File: src/hdl/ste_pkg.sv
// Shared constants, codes and control types of the semaphore table engine.
package ste_pkg;

   localparam int KIND_W   = 3;
   localparam int SID_W    = 4;
   localparam int TID_W    = 8;
   localparam int CNT_W    = 16;
   localparam int STATUS_W = 3;
   localparam int ACT_W    = 2;

   localparam int DEF_NUM_SEMS       = 16;
   localparam int DEF_QUEUE_DEPTH    = 16;
   localparam int DEF_THREAD_ID_BITS = 8;

   // Upper bound on the slots that a create may hand out, set by the width of sem_id.
   localparam int ADDR_LIMIT = 1 << SID_W;

   localparam logic signed [CNT_W-1:0] CNT_MAX = 16'sh7FFF;

   localparam logic [KIND_W-1:0] KIND_CREATE = 3'd0;
   localparam logic [KIND_W-1:0] KIND_WAIT   = 3'd1;
   localparam logic [KIND_W-1:0] KIND_SIGNAL = 3'd2;
   localparam logic [KIND_W-1:0] KIND_DELETE = 3'd3;
   localparam logic [KIND_W-1:0] KIND_READ   = 3'd4;

   localparam logic [STATUS_W-1:0] ST_OK         = 3'd0;
   localparam logic [STATUS_W-1:0] ST_BAD_ID     = 3'd1;
   localparam logic [STATUS_W-1:0] ST_NOT_USED   = 3'd2;
   localparam logic [STATUS_W-1:0] ST_NO_SLOT    = 3'd3;
   localparam logic [STATUS_W-1:0] ST_NEG_INIT   = 3'd4;
   localparam logic [STATUS_W-1:0] ST_QUEUE_FULL = 3'd5;

   localparam logic [ACT_W-1:0] ACT_NONE  = 2'd0;
   localparam logic [ACT_W-1:0] ACT_BLOCK = 2'd1;
   localparam logic [ACT_W-1:0] ACT_WAKE  = 2'd2;

   typedef struct packed {
      logic accept;
      logic exec;
      logic wake;
   } ste_cmd_type;

   typedef struct packed {
      logic kind_ok;
      logic out_free;
      logic need_wake;
      logic wake_last;
   } ste_stat_type;

endpackage

File: src/hdl/ste_channels.sv
// Request and response channel interfaces of the semaphore table engine.
interface sem_req_if import ste_pkg::*; ();
   logic                    valid;
   logic                    ready;
   logic [KIND_W-1:0]       kind;
   logic [SID_W-1:0]        sem_id;
   logic [TID_W-1:0]        thread_id;
   logic signed [CNT_W-1:0] start_count;

   modport source (output valid, kind, sem_id, thread_id, start_count, input ready);
   modport sink (input valid, kind, sem_id, thread_id, start_count, output ready);
endinterface

interface sem_rsp_if import ste_pkg::*; ();
   logic                    valid;
   logic                    ready;
   logic [STATUS_W-1:0]     status;
   logic [SID_W-1:0]        sem_out;
   logic signed [CNT_W-1:0] count_out;
   logic [ACT_W-1:0]        action;
   logic [TID_W-1:0]        thread_out;
   logic                    last;

   modport source (output valid, status, sem_out, count_out, action, thread_out, last,
                   input ready);
   modport sink (input valid, status, sem_out, count_out, action, thread_out, last,
                 output ready);
endinterface

File: src/hdl/ste_ctrl.sv
// Controller state machine that sequences accept, execute and wake steps.
module ste_ctrl import ste_pkg::*; (
   input  logic         clock,
   input  logic         reset,
   input  logic         req_valid,
   output logic         req_ready,
   input  ste_stat_type stat,
   output ste_cmd_type  cmd
);

   localparam logic [1:0] S_IDLE = 2'd0;
   localparam logic [1:0] S_EXEC = 2'd1;
   localparam logic [1:0] S_WAKE = 2'd2;

   logic [1:0] state_ff;
   logic [1:0] state_in;

   always_comb begin
      state_in   = state_ff;
      cmd.accept = 1'b0;
      cmd.exec   = 1'b0;
      cmd.wake   = 1'b0;
      req_ready  = 1'b0;
      case (state_ff)
         S_IDLE: begin
            req_ready = 1'b1;
            if (req_valid) begin
               cmd.accept = 1'b1;
               if (stat.kind_ok) begin
                  state_in = S_EXEC;
               end
            end
         end
         S_EXEC: begin
            if (stat.out_free) begin
               cmd.exec = 1'b1;
               state_in = stat.need_wake ? S_WAKE : S_IDLE;
            end
         end
         S_WAKE: begin
            if (stat.out_free) begin
               cmd.wake = 1'b1;
               if (stat.wake_last) begin
                  state_in = S_IDLE;
               end
            end
         end
         default: begin
            state_in = S_IDLE;
         end
      endcase
   end

   always_ff @(posedge clock) begin
      if (reset) begin
         state_ff <= S_IDLE;
      end else begin
         state_ff <= state_in;
      end
   end

endmodule

File: src/hdl/ste_dpath.sv
// Datapath with the slot table, the wait queue store and the response register.
module ste_dpath import ste_pkg::*; #(
   parameter int NUM_SEMS       = DEF_NUM_SEMS,
   parameter int QUEUE_DEPTH    = DEF_QUEUE_DEPTH,
   parameter int THREAD_ID_BITS = DEF_THREAD_ID_BITS
) (
   input  logic                    clock,
   input  logic                    reset,
   input  ste_cmd_type             cmd,
   output ste_stat_type            stat,
   input  logic [KIND_W-1:0]       req_kind,
   input  logic [SID_W-1:0]        req_sem_id,
   input  logic [TID_W-1:0]        req_thread_id,
   input  logic signed [CNT_W-1:0] req_start_count,
   input  logic                    rsp_ready,
   output logic                    rsp_valid,
   output logic [STATUS_W-1:0]     rsp_status,
   output logic [SID_W-1:0]        rsp_sem_out,
   output logic signed [CNT_W-1:0] rsp_count_out,
   output logic [ACT_W-1:0]        rsp_action,
   output logic [TID_W-1:0]        rsp_thread_out,
   output logic                    rsp_last
);

   localparam int SEM_BITS   = (NUM_SEMS > 1) ? $clog2(NUM_SEMS) : 1;
   localparam int QB         = (QUEUE_DEPTH > 1) ? $clog2(QUEUE_DEPTH) : 1;
   localparam int FB         = $clog2(QUEUE_DEPTH + 1);
   localparam int REC_W      = CNT_W + QB + FB;
   localparam int WDEPTH     = NUM_SEMS * (1 << QB);
   localparam int ADDR_SLOTS = (NUM_SEMS < ADDR_LIMIT) ? NUM_SEMS : ADDR_LIMIT;

   function automatic logic [QB-1:0] next_head(input logic [QB-1:0] h);
      logic [QB-1:0] r;
      r = (h == QB'(QUEUE_DEPTH - 1)) ? '0 : h + 1'b1;
      return r;
   endfunction

   logic [REC_W-1:0]          rec_mem [NUM_SEMS];
   logic [THREAD_ID_BITS-1:0] wait_mem [WDEPTH];

   logic [KIND_W-1:0]         kind_ff;
   logic [SID_W-1:0]          sid_ff;
   logic [TID_W-1:0]          tid_ff;
   logic signed [CNT_W-1:0]   init_ff;
   logic [SEM_BITS-1:0]       slot_ff, slot_in;
   logic [STATUS_W-1:0]       pre_status_ff, pre_status_in;
   logic signed [CNT_W-1:0]   cnt_ff, cnt_in;
   logic [QB-1:0]             head_ff, head_in;
   logic [FB-1:0]             fill_ff, fill_in;
   logic [NUM_SEMS-1:0]       slot_used_ff, slot_used_in;
   logic [REC_W-1:0]          rec_q_ff;
   logic [THREAD_ID_BITS-1:0] wrd_ff;

   logic                      rsp_valid_ff, rsp_valid_in;
   logic [STATUS_W-1:0]       rsp_status_ff, rsp_status_in;
   logic [SID_W-1:0]          rsp_sem_ff, rsp_sem_in;
   logic signed [CNT_W-1:0]   rsp_count_ff, rsp_count_in;
   logic [ACT_W-1:0]          rsp_action_ff, rsp_action_in;
   logic [TID_W-1:0]          rsp_thread_ff, rsp_thread_in;
   logic                      rsp_last_ff, rsp_last_in;

   logic                      free_found;
   logic [SEM_BITS-1:0]       free_idx;
   logic                      bad_id;
   logic [SEM_BITS-1:0]       req_slot;

   logic signed [CNT_W-1:0]   rc, cnt_dec, cnt_inc;
   logic [QB-1:0]             rh, tail;
   logic [FB-1:0]             rf;
   logic [FB:0]               tail_sum;
   logic                      wait_blocks, q_full, sig_pop, wake_last;
   logic                      rec_we, wait_we, out_load;
   logic [REC_W-1:0]          rec_wdata;
   logic [TID_W-1:0]          tid_kept;

   // Lowest free slot among those reachable by the request's slot field.
   always_comb begin
      free_found = 1'b0;
      free_idx   = '0;
      for (int i = ADDR_SLOTS - 1; i >= 0; i--) begin
         if (!slot_used_ff[i]) begin
            free_found = 1'b1;
            free_idx   = SEM_BITS'(i);
         end
      end
   end

   assign bad_id   = 32'(req_sem_id) >= NUM_SEMS;
   assign req_slot = SEM_BITS'(req_sem_id);

   always_comb begin
      if (req_kind == KIND_CREATE) begin
         pre_status_in = req_start_count[CNT_W-1] ? ST_NEG_INIT :
                         (free_found ? ST_OK : ST_NO_SLOT);
      end else if (bad_id) begin
         pre_status_in = ST_BAD_ID;
      end else begin
         pre_status_in = slot_used_ff[req_slot] ? ST_OK : ST_NOT_USED;
      end
   end

   assign rc       = signed'(rec_q_ff[REC_W-1 -: CNT_W]);
   assign rh       = rec_q_ff[FB +: QB];
   assign rf       = rec_q_ff[FB-1:0];
   assign cnt_dec  = rc - 16'sd1;
   assign cnt_inc  = (rc == CNT_MAX) ? rc : rc + 16'sd1;
   assign wait_blocks = rc[CNT_W-1] || (rc == '0);
   assign q_full   = rf >= FB'(QUEUE_DEPTH);
   assign sig_pop  = (cnt_inc[CNT_W-1] || (cnt_inc == '0)) && (rf != '0);
   assign tail_sum = (FB+1)'(rh) + (FB+1)'(rf);
   assign tail     = (tail_sum >= (FB+1)'(QUEUE_DEPTH)) ?
                     QB'(tail_sum - (FB+1)'(QUEUE_DEPTH)) : QB'(tail_sum);
   assign tid_kept = TID_W'(THREAD_ID_BITS'(tid_ff));
   assign wake_last = (kind_ff == KIND_SIGNAL) || (fill_ff == FB'(1));

   assign stat.kind_ok   = req_kind <= KIND_READ;
   assign stat.out_free  = !rsp_valid_ff || rsp_ready;
   assign stat.need_wake = (pre_status_ff == ST_OK) &&
                           (((kind_ff == KIND_SIGNAL) && sig_pop) ||
                            ((kind_ff == KIND_DELETE) && (rf != '0)));
   assign stat.wake_last = wake_last;

   always_comb begin
      slot_in       = cmd.accept ? ((req_kind == KIND_CREATE) ? free_idx : req_slot)
                                 : slot_ff;
      cnt_in        = cnt_ff;
      head_in       = head_ff;
      fill_in       = fill_ff;
      slot_used_in  = slot_used_ff;
      rec_we        = 1'b0;
      rec_wdata     = rec_q_ff;
      wait_we       = 1'b0;
      out_load      = 1'b0;
      rsp_status_in = pre_status_ff;
      rsp_sem_in    = sid_ff;
      rsp_count_in  = '0;
      rsp_action_in = ACT_NONE;
      rsp_thread_in = '0;
      rsp_last_in   = 1'b1;

      if (cmd.exec) begin
         cnt_in   = (kind_ff == KIND_SIGNAL) ? cnt_inc : rc;
         head_in  = rh;
         fill_in  = rf;
         out_load = !stat.need_wake;
         if (kind_ff == KIND_CREATE) begin
            rsp_sem_in = (pre_status_ff == ST_OK) ? SID_W'(slot_ff) : '0;
         end
         if (pre_status_ff == ST_OK) begin
            case (kind_ff)
               KIND_CREATE: begin
                  slot_used_in[slot_ff] = 1'b1;
                  rec_we       = 1'b1;
                  rec_wdata    = {init_ff, {QB{1'b0}}, {FB{1'b0}}};
                  rsp_count_in = init_ff;
               end
               KIND_WAIT: begin
                  if (wait_blocks && q_full) begin
                     rsp_status_in = ST_QUEUE_FULL;
                     rsp_count_in  = rc;
                  end else if (wait_blocks) begin
                     wait_we       = 1'b1;
                     rec_we        = 1'b1;
                     rec_wdata     = {cnt_dec, rh, rf + 1'b1};
                     rsp_count_in  = cnt_dec;
                     rsp_action_in = ACT_BLOCK;
                     rsp_thread_in = tid_kept;
                  end else begin
                     rec_we       = 1'b1;
                     rec_wdata    = {cnt_dec, rh, rf};
                     rsp_count_in = cnt_dec;
                  end
               end
               KIND_SIGNAL: begin
                  rec_we       = 1'b1;
                  rec_wdata    = sig_pop ? {cnt_inc, next_head(rh), rf - 1'b1}
                                         : {cnt_inc, rh, rf};
                  rsp_count_in = cnt_inc;
               end
               KIND_DELETE: begin
                  slot_used_in[slot_ff] = 1'b0;
                  rsp_count_in = rc;
               end
               default: begin
                  rsp_count_in = rc;
               end
            endcase
         end
      end else if (cmd.wake) begin
         out_load      = 1'b1;
         head_in       = next_head(head_ff);
         fill_in       = fill_ff - 1'b1;
         rsp_status_in = ST_OK;
         rsp_count_in  = cnt_ff;
         rsp_action_in = ACT_WAKE;
         rsp_thread_in = TID_W'(wrd_ff);
         rsp_last_in   = wake_last;
      end

      if (out_load) begin
         rsp_valid_in = 1'b1;
      end else if (rsp_ready) begin
         rsp_valid_in = 1'b0;
      end else begin
         rsp_valid_in = rsp_valid_ff;
      end
   end

   always_ff @(posedge clock) begin
      if (reset) begin
         slot_used_ff <= '0;
         rsp_valid_ff <= 1'b0;
      end else begin
         slot_used_ff <= slot_used_in;
         rsp_valid_ff <= rsp_valid_in;
      end
   end

   always_ff @(posedge clock) begin
      if (cmd.accept) begin
         kind_ff       <= req_kind;
         sid_ff        <= req_sem_id;
         tid_ff        <= req_thread_id;
         init_ff       <= req_start_count;
         pre_status_ff <= pre_status_in;
      end
      slot_ff <= slot_in;
      cnt_ff  <= cnt_in;
      head_ff <= head_in;
      fill_ff <= fill_in;
      if (out_load) begin
         rsp_status_ff <= rsp_status_in;
         rsp_sem_ff    <= rsp_sem_in;
         rsp_count_ff  <= rsp_count_in;
         rsp_action_ff <= rsp_action_in;
         rsp_thread_ff <= rsp_thread_in;
         rsp_last_ff   <= rsp_last_in;
      end
   end

   // The slot record and the queue entry at the head are read every cycle.
   always_ff @(posedge clock) begin
      if (rec_we) begin
         rec_mem[slot_ff] <= rec_wdata;
      end
      rec_q_ff <= rec_mem[slot_in];
   end

   always_ff @(posedge clock) begin
      if (wait_we) begin
         wait_mem[{slot_ff, tail}] <= THREAD_ID_BITS'(tid_ff);
      end
      wrd_ff <= wait_mem[{slot_in, head_in}];
   end

   assign rsp_valid      = rsp_valid_ff;
   assign rsp_status     = rsp_status_ff;
   assign rsp_sem_out    = rsp_sem_ff;
   assign rsp_count_out  = rsp_count_ff;
   assign rsp_action     = rsp_action_ff;
   assign rsp_thread_out = rsp_thread_ff;
   assign rsp_last       = rsp_last_ff;

endmodule

File: src/hdl/semaphore_table_engine.sv
// Top level of the semaphore table engine: controller and datapath.
//
//   Channel   Direction  Signals                                        Word
//   req_bus   in         valid ready kind sem_id thread_id start_count  one request
//   rsp_bus   out        valid ready status sem_out count_out action    one result
//                        thread_out last
//
// A request has two steps: accept and slot record read, then execute.
// A signal that wakes a thread adds a wake step; a delete with waiters adds
// a wake step per woken thread, set by the single queue read port.
// Requests of an unknown kind are accepted and give no word.
// Reset clears the slot use flags, the controller state and the result valid flag;
// no clearing pass runs.
// A stalled result holds in the output register; execute and wake steps wait until it is taken.
module semaphore_table_engine import ste_pkg::*; #(
   parameter int NUM_SEMS       = DEF_NUM_SEMS,
   parameter int QUEUE_DEPTH    = DEF_QUEUE_DEPTH,
   parameter int THREAD_ID_BITS = DEF_THREAD_ID_BITS
) (
   input logic       clock,
   input logic       reset,
   sem_req_if.sink   req_bus,
   sem_rsp_if.source rsp_bus
);

   ste_cmd_type  cmd;
   ste_stat_type stat;

   ste_ctrl u_ctrl (
      .clock     (clock),
      .reset     (reset),
      .req_valid (req_bus.valid),
      .req_ready (req_bus.ready),
      .stat      (stat),
      .cmd       (cmd)
   );

   ste_dpath #(
      .NUM_SEMS       (NUM_SEMS),
      .QUEUE_DEPTH    (QUEUE_DEPTH),
      .THREAD_ID_BITS (THREAD_ID_BITS)
   ) u_dpath (
      .clock           (clock),
      .reset           (reset),
      .cmd             (cmd),
      .stat            (stat),
      .req_kind        (req_bus.kind),
      .req_sem_id      (req_bus.sem_id),
      .req_thread_id   (req_bus.thread_id),
      .req_start_count (req_bus.start_count),
      .rsp_ready       (rsp_bus.ready),
      .rsp_valid       (rsp_bus.valid),
      .rsp_status      (rsp_bus.status),
      .rsp_sem_out     (rsp_bus.sem_out),
      .rsp_count_out   (rsp_bus.count_out),
      .rsp_action      (rsp_bus.action),
      .rsp_thread_out  (rsp_bus.thread_out),
      .rsp_last        (rsp_bus.last)
   );

endmodule

File: src/flat_wrapper.sv
// flat-port wrapper written by rule: the top's interface ports become plain ports
module semaphore_table_engine_flat import ste_pkg::*;
#(
   parameter int NUM_SEMS       = DEF_NUM_SEMS,
   parameter int QUEUE_DEPTH    = DEF_QUEUE_DEPTH,
   parameter int THREAD_ID_BITS = DEF_THREAD_ID_BITS
)
  (clock, reset, req_bus_valid, req_bus_kind, req_bus_sem_id, req_bus_thread_id, req_bus_start_count, req_bus_ready, rsp_bus_valid, rsp_bus_status, rsp_bus_sem_out, rsp_bus_count_out, rsp_bus_action, rsp_bus_thread_out, rsp_bus_last, rsp_bus_ready);
  sem_req_if req_bus_i ();
  sem_rsp_if rsp_bus_i ();
  input logic clock;
  input logic reset;
  input wire logic [$bits(req_bus_i.valid)-1:0] req_bus_valid;
  input wire logic [$bits(req_bus_i.kind)-1:0] req_bus_kind;
  input wire logic [$bits(req_bus_i.sem_id)-1:0] req_bus_sem_id;
  input wire logic [$bits(req_bus_i.thread_id)-1:0] req_bus_thread_id;
  input wire logic [$bits(req_bus_i.start_count)-1:0] req_bus_start_count;
  output wire logic [$bits(req_bus_i.ready)-1:0] req_bus_ready;
  output wire logic [$bits(rsp_bus_i.valid)-1:0] rsp_bus_valid;
  output wire logic [$bits(rsp_bus_i.status)-1:0] rsp_bus_status;
  output wire logic [$bits(rsp_bus_i.sem_out)-1:0] rsp_bus_sem_out;
  output wire logic [$bits(rsp_bus_i.count_out)-1:0] rsp_bus_count_out;
  output wire logic [$bits(rsp_bus_i.action)-1:0] rsp_bus_action;
  output wire logic [$bits(rsp_bus_i.thread_out)-1:0] rsp_bus_thread_out;
  output wire logic [$bits(rsp_bus_i.last)-1:0] rsp_bus_last;
  input wire logic [$bits(rsp_bus_i.ready)-1:0] rsp_bus_ready;
  assign req_bus_i.valid = req_bus_valid;
  assign req_bus_i.kind = req_bus_kind;
  assign req_bus_i.sem_id = req_bus_sem_id;
  assign req_bus_i.thread_id = req_bus_thread_id;
  assign req_bus_i.start_count = req_bus_start_count;
  assign req_bus_ready = req_bus_i.ready;
  assign rsp_bus_valid = rsp_bus_i.valid;
  assign rsp_bus_status = rsp_bus_i.status;
  assign rsp_bus_sem_out = rsp_bus_i.sem_out;
  assign rsp_bus_count_out = rsp_bus_i.count_out;
  assign rsp_bus_action = rsp_bus_i.action;
  assign rsp_bus_thread_out = rsp_bus_i.thread_out;
  assign rsp_bus_last = rsp_bus_i.last;
  assign rsp_bus_i.ready = rsp_bus_ready;
  semaphore_table_engine #(.NUM_SEMS(NUM_SEMS), .QUEUE_DEPTH(QUEUE_DEPTH), .THREAD_ID_BITS(THREAD_ID_BITS)) u_core (.clock(clock), .reset(reset), .req_bus(req_bus_i), .rsp_bus(rsp_bus_i));
endmodule
File: config.mk
export PLATFORM = sky130hd
export DESIGN_NAME = semaphore_table_engine_flat
export DESIGN_NICKNAME = d
export VERILOG_FILES = /design/src/hdl/ste_pkg.sv /design/src/hdl/ste_channels.sv /design/src/hdl/ste_ctrl.sv /design/src/hdl/ste_dpath.sv /design/src/hdl/semaphore_table_engine.sv /design/src/flat_wrapper.sv
export SDC_FILE = /design/constraint.sdc
export NUM_CORES = 2
export LEC_CHECK = 0
export ABC_AREA = 1
export BUFFER_PORTS_ARGS = -buffer_cell sky130_fd_sc_hd__buf_4
export CORE_MARGIN = 8
export CORE_UTILIZATION = 49
export DETAILED_ROUTE_END_ITERATION = 16
export PLACE_DENSITY = 0.66
export SYNTH_ARGS = -nofsm -noshare
export SYNTH_HDL_FRONTEND = slang
export SYNTH_SLANG_ARGS = --single-unit
File: constraint.sdc
create_clock -name clock -period 4.7 [get_ports clock]
set_input_delay 0.705 -clock clock [delete_from_list [all_inputs] [get_ports clock]]
set_output_delay 0.705 -clock clock [all_outputs]
set_load 0.01 [all_outputs]
# After elaboration in Yosys (flattened, before gate mapping)

Memory sizes are Yosys's and may differ from the RTL's. A register that Yosys moved wholly into a read port is not among the register bits.
Cells that the tools add are included.

Add/subtract/negate cells: 9
Bitwise logic cells: 4
Reduce and logical (&&, ||, !) cells: 27
Equality and inequality tests: 14
Multiplexer cells: 113
$lt $le $gt $ge: 6

Operators by type and width:

| cell                                                                  | number |
|---|---|
| 4-bit two-way mux                                                     | 26 |
| 16-bit two-way mux                                                    | 6 |
| 25-bit two-way mux                                                    | 3 |
| 25-bit case mux with 3 select lines                                   | 1 |
| 8-bit two-way mux                                                     | 6 |
| 16-bit case mux with 3 select lines                                   | 1 |
| 1-bit two-way mux                                                     | 44 |
| 16-bit logical NOT                                                    | 2 |
| 16-bit case mux with 2 select lines                                   | 1 |
| 3-bit two-way mux                                                     | 7 |
| 2-bit two-way mux                                                     | 10 |
| 16-bit by 2-bit adder with 16-bit output (second input constant)      | 1 |
| 16-bit AND                                                            | 1 |
| 16-bit equality test (second input constant)                          | 1 |
| 16-bit inverter                                                       | 1 |
| 16-bit bitwise OR                                                     | 1 |
| 16-bit by 2-bit subtractor with 16-bit output (second input constant) | 1 |
| 5-bit two-way mux                                                     | 3 |
| 4-bit by 5-bit < comparator with 1-bit output (second input constant) | 2 |
| 5-bit by 1-bit subtractor with 5-bit output (second input constant)   | 2 |
| 3-bit logical NOT                                                     | 3 |
| 9-bit two-way mux                                                     | 1 |
| 4-bit by 1-bit adder with 4-bit output (second input constant)        | 2 |
| 4-bit equality test (second input constant)                           | 2 |
| 28 further kinds                                                      | 45 |

Memory bits (writable): 2448
Memories kept: 2
Register bits: 116
Bits of input ports: 35

Memory list:

| name                    | depth | width | rd ports | clocked after Yosys merged registers in | wr ports | line            | text |
|---|---|---|---|---|---|---|---|
| u_core.u_dpath.wait_mem | 256   | 8     | 1        | 1                                       | 1        | ste_dpath.sv:39 | `logic [THREAD_ID_BITS-1:0] wait_mem [WDEPTH];` |
| u_core.u_dpath.rec_mem  | 16    | 25    | 1        | 1                                       | 1        | ste_dpath.sv:38 | `logic [REC_W-1:0] rec_mem [NUM_SEMS];` |

# Longest topological paths before layout

Depth in word-level cells: 19
Gate-level depth with buffers: 25

# Hierarchy

Synthesis repeated with hierarchy kept, for this count alone.

Cell total of the unflattened synthesis: 9026
Area, all modules: 108313.9 um^2

By module, submodules not included:

| module    | area each (um^2) | sequential area each (um^2) | instances | cells an instance |
|---|---|---|---|---|
| ste_dpath | 108158.7         | 77344.2                     | 1         | 8998 |
| ste_ctrl  | 155.1            | 40.0                        | 1         | 28 |

# Worst setup path before layout

No wires, ideal clock.

Kind: input -> register
From: in rsp_bus_ready
To: mem u_core.u_dpath.rec_mem[6][0] in the netlist's numbering (enable)
Arrival time: 3662 ps
Stages on the path: 9
Path slack: 600 ps
Setup time: 438 ps
Cells stage by stage: inv_2 -> nand2_4 -> nand2_4 -> nor2_2 -> inv_2 -> nor2_1 -> o21ai_1 -> clkbuf_1 -> nor3_1

Word-level cells in the longest chain between the ends: 6

Ends and longest elaborated chain:

| item                                    | line               | text |
|---|---|---|
| start: declaration                      | flat_wrapper.sv:26 | `input wire logic [$bits(rsp_bus_i.ready)-1:0] rsp_bus_ready;` |
| 1-bit logical OR                        | ste_dpath.sv:117   | `assign stat.out_free = !rsp_valid_ff \|\| rsp_ready;` |
| 1-bit two-way mux                       | ste_ctrl.sv:35     | `if (stat.out_free) begin` |
| 1-bit two-way mux                       | ste_ctrl.sv:24     | `case (state_ff)` |
| 1-bit two-way mux                       | ste_dpath.sv:141   | `if (cmd.exec) begin` |
| 1-bit two-way mux                       | ste_dpath.sv:243   | `if (rec_we) begin` |
| 1-bit two-way mux (not written as such) | ste_dpath.sv:244   | `rec_mem[slot_ff] <= rec_wdata;` |
| end: declaration                        | ste_dpath.sv:38    |  |

No other way between the ends.

# Worst setup path in the final report

From: reg u_core.u_dpath.rsp_valid_ff, in the netlist u_core.u_dpath.rsp_valid
To: reg u_core.u_dpath.wrd_ff[6], read port of u_core.u_dpath.wait_mem

Word-level cells in the longest chain between the ends: 6
Elaborated cells on any way between the ends: 7
Classes of those cells: mux: 5; reduce/logical: 2

Ends and longest elaborated chain:

| item                     | line                           | text |
|---|---|---|
| start: declaration       | ste_dpath.sv:54                | `logic rsp_valid_ff, rsp_valid_in;` |
| start signal: assignment | ste_dpath.sv:215               | `rsp_valid_ff <= rsp_valid_in;` |
| 1-bit logical NOT (*)    | ste_dpath.sv:117               |  |
| 1-bit logical OR (*)     | ste_dpath.sv:117               |  |
| 1-bit two-way mux (*)    | ste_ctrl.sv:35, ste_ctrl.sv:41 |  |
| 1-bit two-way mux        | ste_ctrl.sv:24                 |  |
| 4-bit two-way mux        | ste_dpath.sv:189               | `end else if (cmd.wake) begin` |
| 4-bit two-way mux (*)    | ste_dpath.sv:141               |  |
| end: declaration         | ste_dpath.sv:52                | `logic [THREAD_ID_BITS-1:0] wrd_ff;` |

Every way passes the cells marked *; elsewhere a longest branch is shown, timed or not.
A chain may end at the register's enable or synchronous reset.

==> results.sh <==
export IMPL_p_leak_nw=47.2
export IMPL_cap_violations=0
export IMPL_critPathTopFamily="simple AND/OR/NAND/NOR gates"
export IMPL_pre_cts_ws_ns=0.194
export IMPL_crit_buf_inv=3
export IMPL_seqPwrFrac=0.412
export IMPL_end_kind="flop"
export IMPL_grt_setup_unrepaired="no"
export IMPL_reg2reg_depth=19
export IMPL_syn_area_um2=112000
export IMPL_peakVddDrop_mv=0.465
export IMPL_drt_wl_total_mm=323
export IMPL_stdcell_count=13400
export IMPL_grt_use_total=0.257
export IMPL_via_per_inst=5.80
export IMPL_top_level_ports=71
export IMPL_synth_top_area_share=0.680
export IMPL_drt_antenna_violating_nets=0
export IMPL_hpwl_mm=187
export IMPL_cp_max_fo=89
export IMPL_multi_input_area_um2=27800
export IMPL_rr_startpoint="u_core.u_dpath.rsp_valid"
export IMPL_hp_class="input port to flop"
export IMPL_async_flop_share=0
export IMPL_critical_path_required_ns=5.50
export IMPL_crit_end="u_core.u_dpath.wrd_ff[6]"
export IMPL_max_freq_mhz=229
export IMPL_synth_area_per_cell_um2=11.0
export IMPL_setup_viol=0
export IMPL_ff2ff_setup_slack_ns=0.34
export IMPL_synth_most_common_cell="edfxtp_1"
export IMPL_tightest_slew_ns=1.26
export IMPL_cts_tree="built"
export IMPL_area_delta_synth_final_pct=12.3
export IMPL_arrival_ns=5.16
export IMPL_crit_top_cell="nand3_1"
export IMPL_ys_top_cells_by_count="edfxtp_1 (2,537), nand2_1 (2,047), nand3_1 (1,423)"
export IMPL_synth_seq_cells=2597
export IMPL_core_area_um2=227000
export IMPL_antenna_found_initial=13
export IMPL_place_congestion=0.881
export IMPL_combPwrFrac=0.245
export IMPL_internal_power_mw=42.8
export IMPL_drc=0
export IMPL_clockPowerShare=0.343
export IMPL_grt_overflow=0
export IMPL_drv_slew=0
export IMPL_p_switching_mw=20.6
export IMPL_hold_viol=0
export IMPL_vias=78000
export IMPL_die_h_um=494
export IMPL_final_nets=10300
export IMPL_crit_slowest_cell="nand3_1"
export IMPL_cts_root_buf="clkbuf_16"
export IMPL_yosysWarnings=0
export IMPL_synth_ff_type="edfxtp_1"
export IMPL_path_clk_slew_ns=0.06
export IMPL_cts_buffers=287
export IMPL_ys_top_cells_by_area="edfxtp_1 (68%), nand2_1 (6.9%), nand3_1 (6.4%)"
export IMPL_htreeDepth=5
export IMPL_fillers=18700
export IMPL_cts_setup_buffers=0
export IMPL_grt_max_degree=184
export IMPL_fin_crit_sh=0.927
export IMPL_drt_iter0_drc=9394
export IMPL_first_pass_iters=6
export IMPL_cts_sinks=2597
export IMPL_num_rows=175
export IMPL_drive_gt1_frac=0.0854
export IMPL_syn_num_nets=10200
export IMPL_cpPeakStageDelay_ns=0.51
export IMPL_grt_pass1_wl_mm=480
export IMPL_crit_path_start="u_core.u_dpath.rsp_valid"
export IMPL_insertion_delay_ns=0.91
export IMPL_detail_route_wl_per_cell_um=24.0
export IMPL_postSynthCellCount=10200
export IMPL_yosysTopAreaCell="edfxtp_1"
export IMPL_min_period_ns=4.36
export IMPL_cp_start_kind="flop"
export IMPL_dieArea_um2=244000
export IMPL_die_w_um=494
export IMPL_status="complete, no violations"
export IMPL_synth_edf_count=2537
export IMPL_start_util=0.493
export IMPL_power_density_nw_per_um2=504
export IMPL_path_depth=19
export IMPL_path_class="flop to flop"
export IMPL_grt_pass1_vias=74500
export IMPL_synth_seq_area_share=0.691
export IMPL_holdPathStages=1
export IMPL_path_cells="inv_2, nor2_4, nor2_2, nand3_1, nand4_4, nand2_8, buf_12, buf_4, nand2_1, nand3_1, o21ai_0, nand2_1, nand3_1, nand2_1, nand3_1, nand3_1, nand3_1, nand3_1, nand2_1"
export IMPL_dp_cells=12900
export IMPL_regArea_um2=77400
export IMPL_io_buffers=70
export IMPL_finalSetupTns_ns=0
export IMPL_skew_ns=0.0546
export IMPL_ys_types=52
export IMPL_reg2reg_to="u_core.u_dpath.wrd_ff[6]"
export IMPL_switching_share=0.325
export IMPL_relSlewSlack=0.161
export IMPL_setup_ws_ns=0.341
export IMPL_cts_max_path_buffers=4
## area by class of cell
cell class | instances | share of cell area
Inverter | 1053 | 0.0317
Antenna cell | 9 | 0.000179
Clock buffer | 349 | 0.0607
Multi-Input combinational cell | 5872 | 0.221
Tap cell | 3009 | 0.0299
Clock inverter | 137 | 0.0102
Timing Repair Buffer | 420 | 0.0318
Sequential cell | 2597 | 0.615
## per-stage QoR
step / util / area [um^2] / total power, mW / hold slack (ns)
after floorplan: - / 112000 / 36.1 / 0.495
after global placement: 0.513 / 117000 / 41.7 / 0.510
after detailed placement: 0.513 / 117000 / 41.8 / 0.510
after CTS: 0.553 / 126000 / 63.4 / 0.00508
after global routing: 0.553 / 126000 / 65.7 / 0.0137
final: 0.553 / 126000 / 63.4 / 0.0564
## what timing repair did
action | 4_1_cts | 5_1_grt
hold buffers | 26 | 0
resized for setup | 0 | 0
endpoints found under the hold margin | 26 | 0
## logic make-up (layout without fill, tap and decap cells)
logic type | Yosys count | in the layout | share of synthesized area
AO/OA/AOI/OAI | 1200 | 1200 | 0.0568
XOR/XNOR | 29 | 29 | 0.00227
adder cells (fa/ha/maj) | 13 | 13 | 0.00152
buffers and inverters | 1702 | 1959 | 0.0635
flip-flops | 2597 | 2597 | 0.691
other | 0 | 9 | 0
AND/OR/NAND/NOR | 4630 | 4630 | 0.185
## metal layers
| layer | vias up | wire [um] | GRT usage |
|---|---|---|---|
| li1 | 35100 | - | - |
| met1 | 37900 | 129000 | 0.353 |
| met2 | 4179 | 148000 | 0.403 |
| met3 | 755 | 33000 | 0.0535 |
| met4 | 4 | 13600 | 0.103 |
| met5 | - | 26 | 0 |
## power groups by stage
stage	combinational, mW	sequential (mW)	clock [mW]
after detailed placement	15.2	26.6	0
after floorplan	9.41	26.7	0
after global placement	15.1	26.6	0
final	15.5	26.1	21.7
after CTS	15.3	26.1	21.9
after global routing	16.8	26.1	22.8
## state kept, by name, summed over array words and instances, names as in the netlist, 5 cells and up, named ones only
register,cells
u_core.u_dpath.rsp_count_out,16
u_core.u_dpath.wrd_ff,8
u_core.u_dpath.cnt_ff,16
u_core.u_dpath.fill_ff,5
u_core.u_dpath.rec_q_ff,25
u_core.u_dpath.rec_mem,400
u_core.u_dpath.wait_mem,2048
u_core.u_dpath.rsp_thread_out,8
u_core.u_dpath.tid_ff,8
u_core.u_dpath.init_ff,16
## worst min path at each step
stage                                         start  slack, ns                          endpoint
after detailed placement   u_core.u_dpath.cnt_ff[5]       0.51   u_core.u_dpath.rsp_count_out[5]
after global placement     u_core.u_dpath.cnt_ff[7]       0.51   u_core.u_dpath.rsp_count_out[7]
after global routing              req_bus_sem_id[3]       0.01          u_core.u_dpath.sid_ff[3]
after floorplan           u_core.u_dpath.cnt_ff[13]       0.49  u_core.u_dpath.rsp_count_out[13]
after CTS                         req_bus_sem_id[3]      0.005          u_core.u_dpath.sid_ff[3]
final                             req_bus_sem_id[3]       0.06          u_core.u_dpath.sid_ff[3]
## cell usage in the layout (no fill, tap or decap), types with 13 or more instances in the layout
cell type and instances:
buf_4 331, nor3_2 19, a21oi_1 303, dlygate4sd3_1 26
nand2_1 2027, nand3b_1 356, o22ai_1 40, a211oi_1 18
nand3_1 1423, inv_1 1030, clkbuf_1 47, dfxtp_1 60
edfxtp_1 2537, o21ai_1 356, nor2_1 699, clkinv_1 60
nor3_1 18, clkinv_2 46, o21ai_0 393, inv_2 13
bufinv_16 25, nand2_2 21, buf_12 63, xor2_1 24
or2_2 32, clkbuf_16 293, o211ai_1 52
Power figures use the tool's default switching activity.
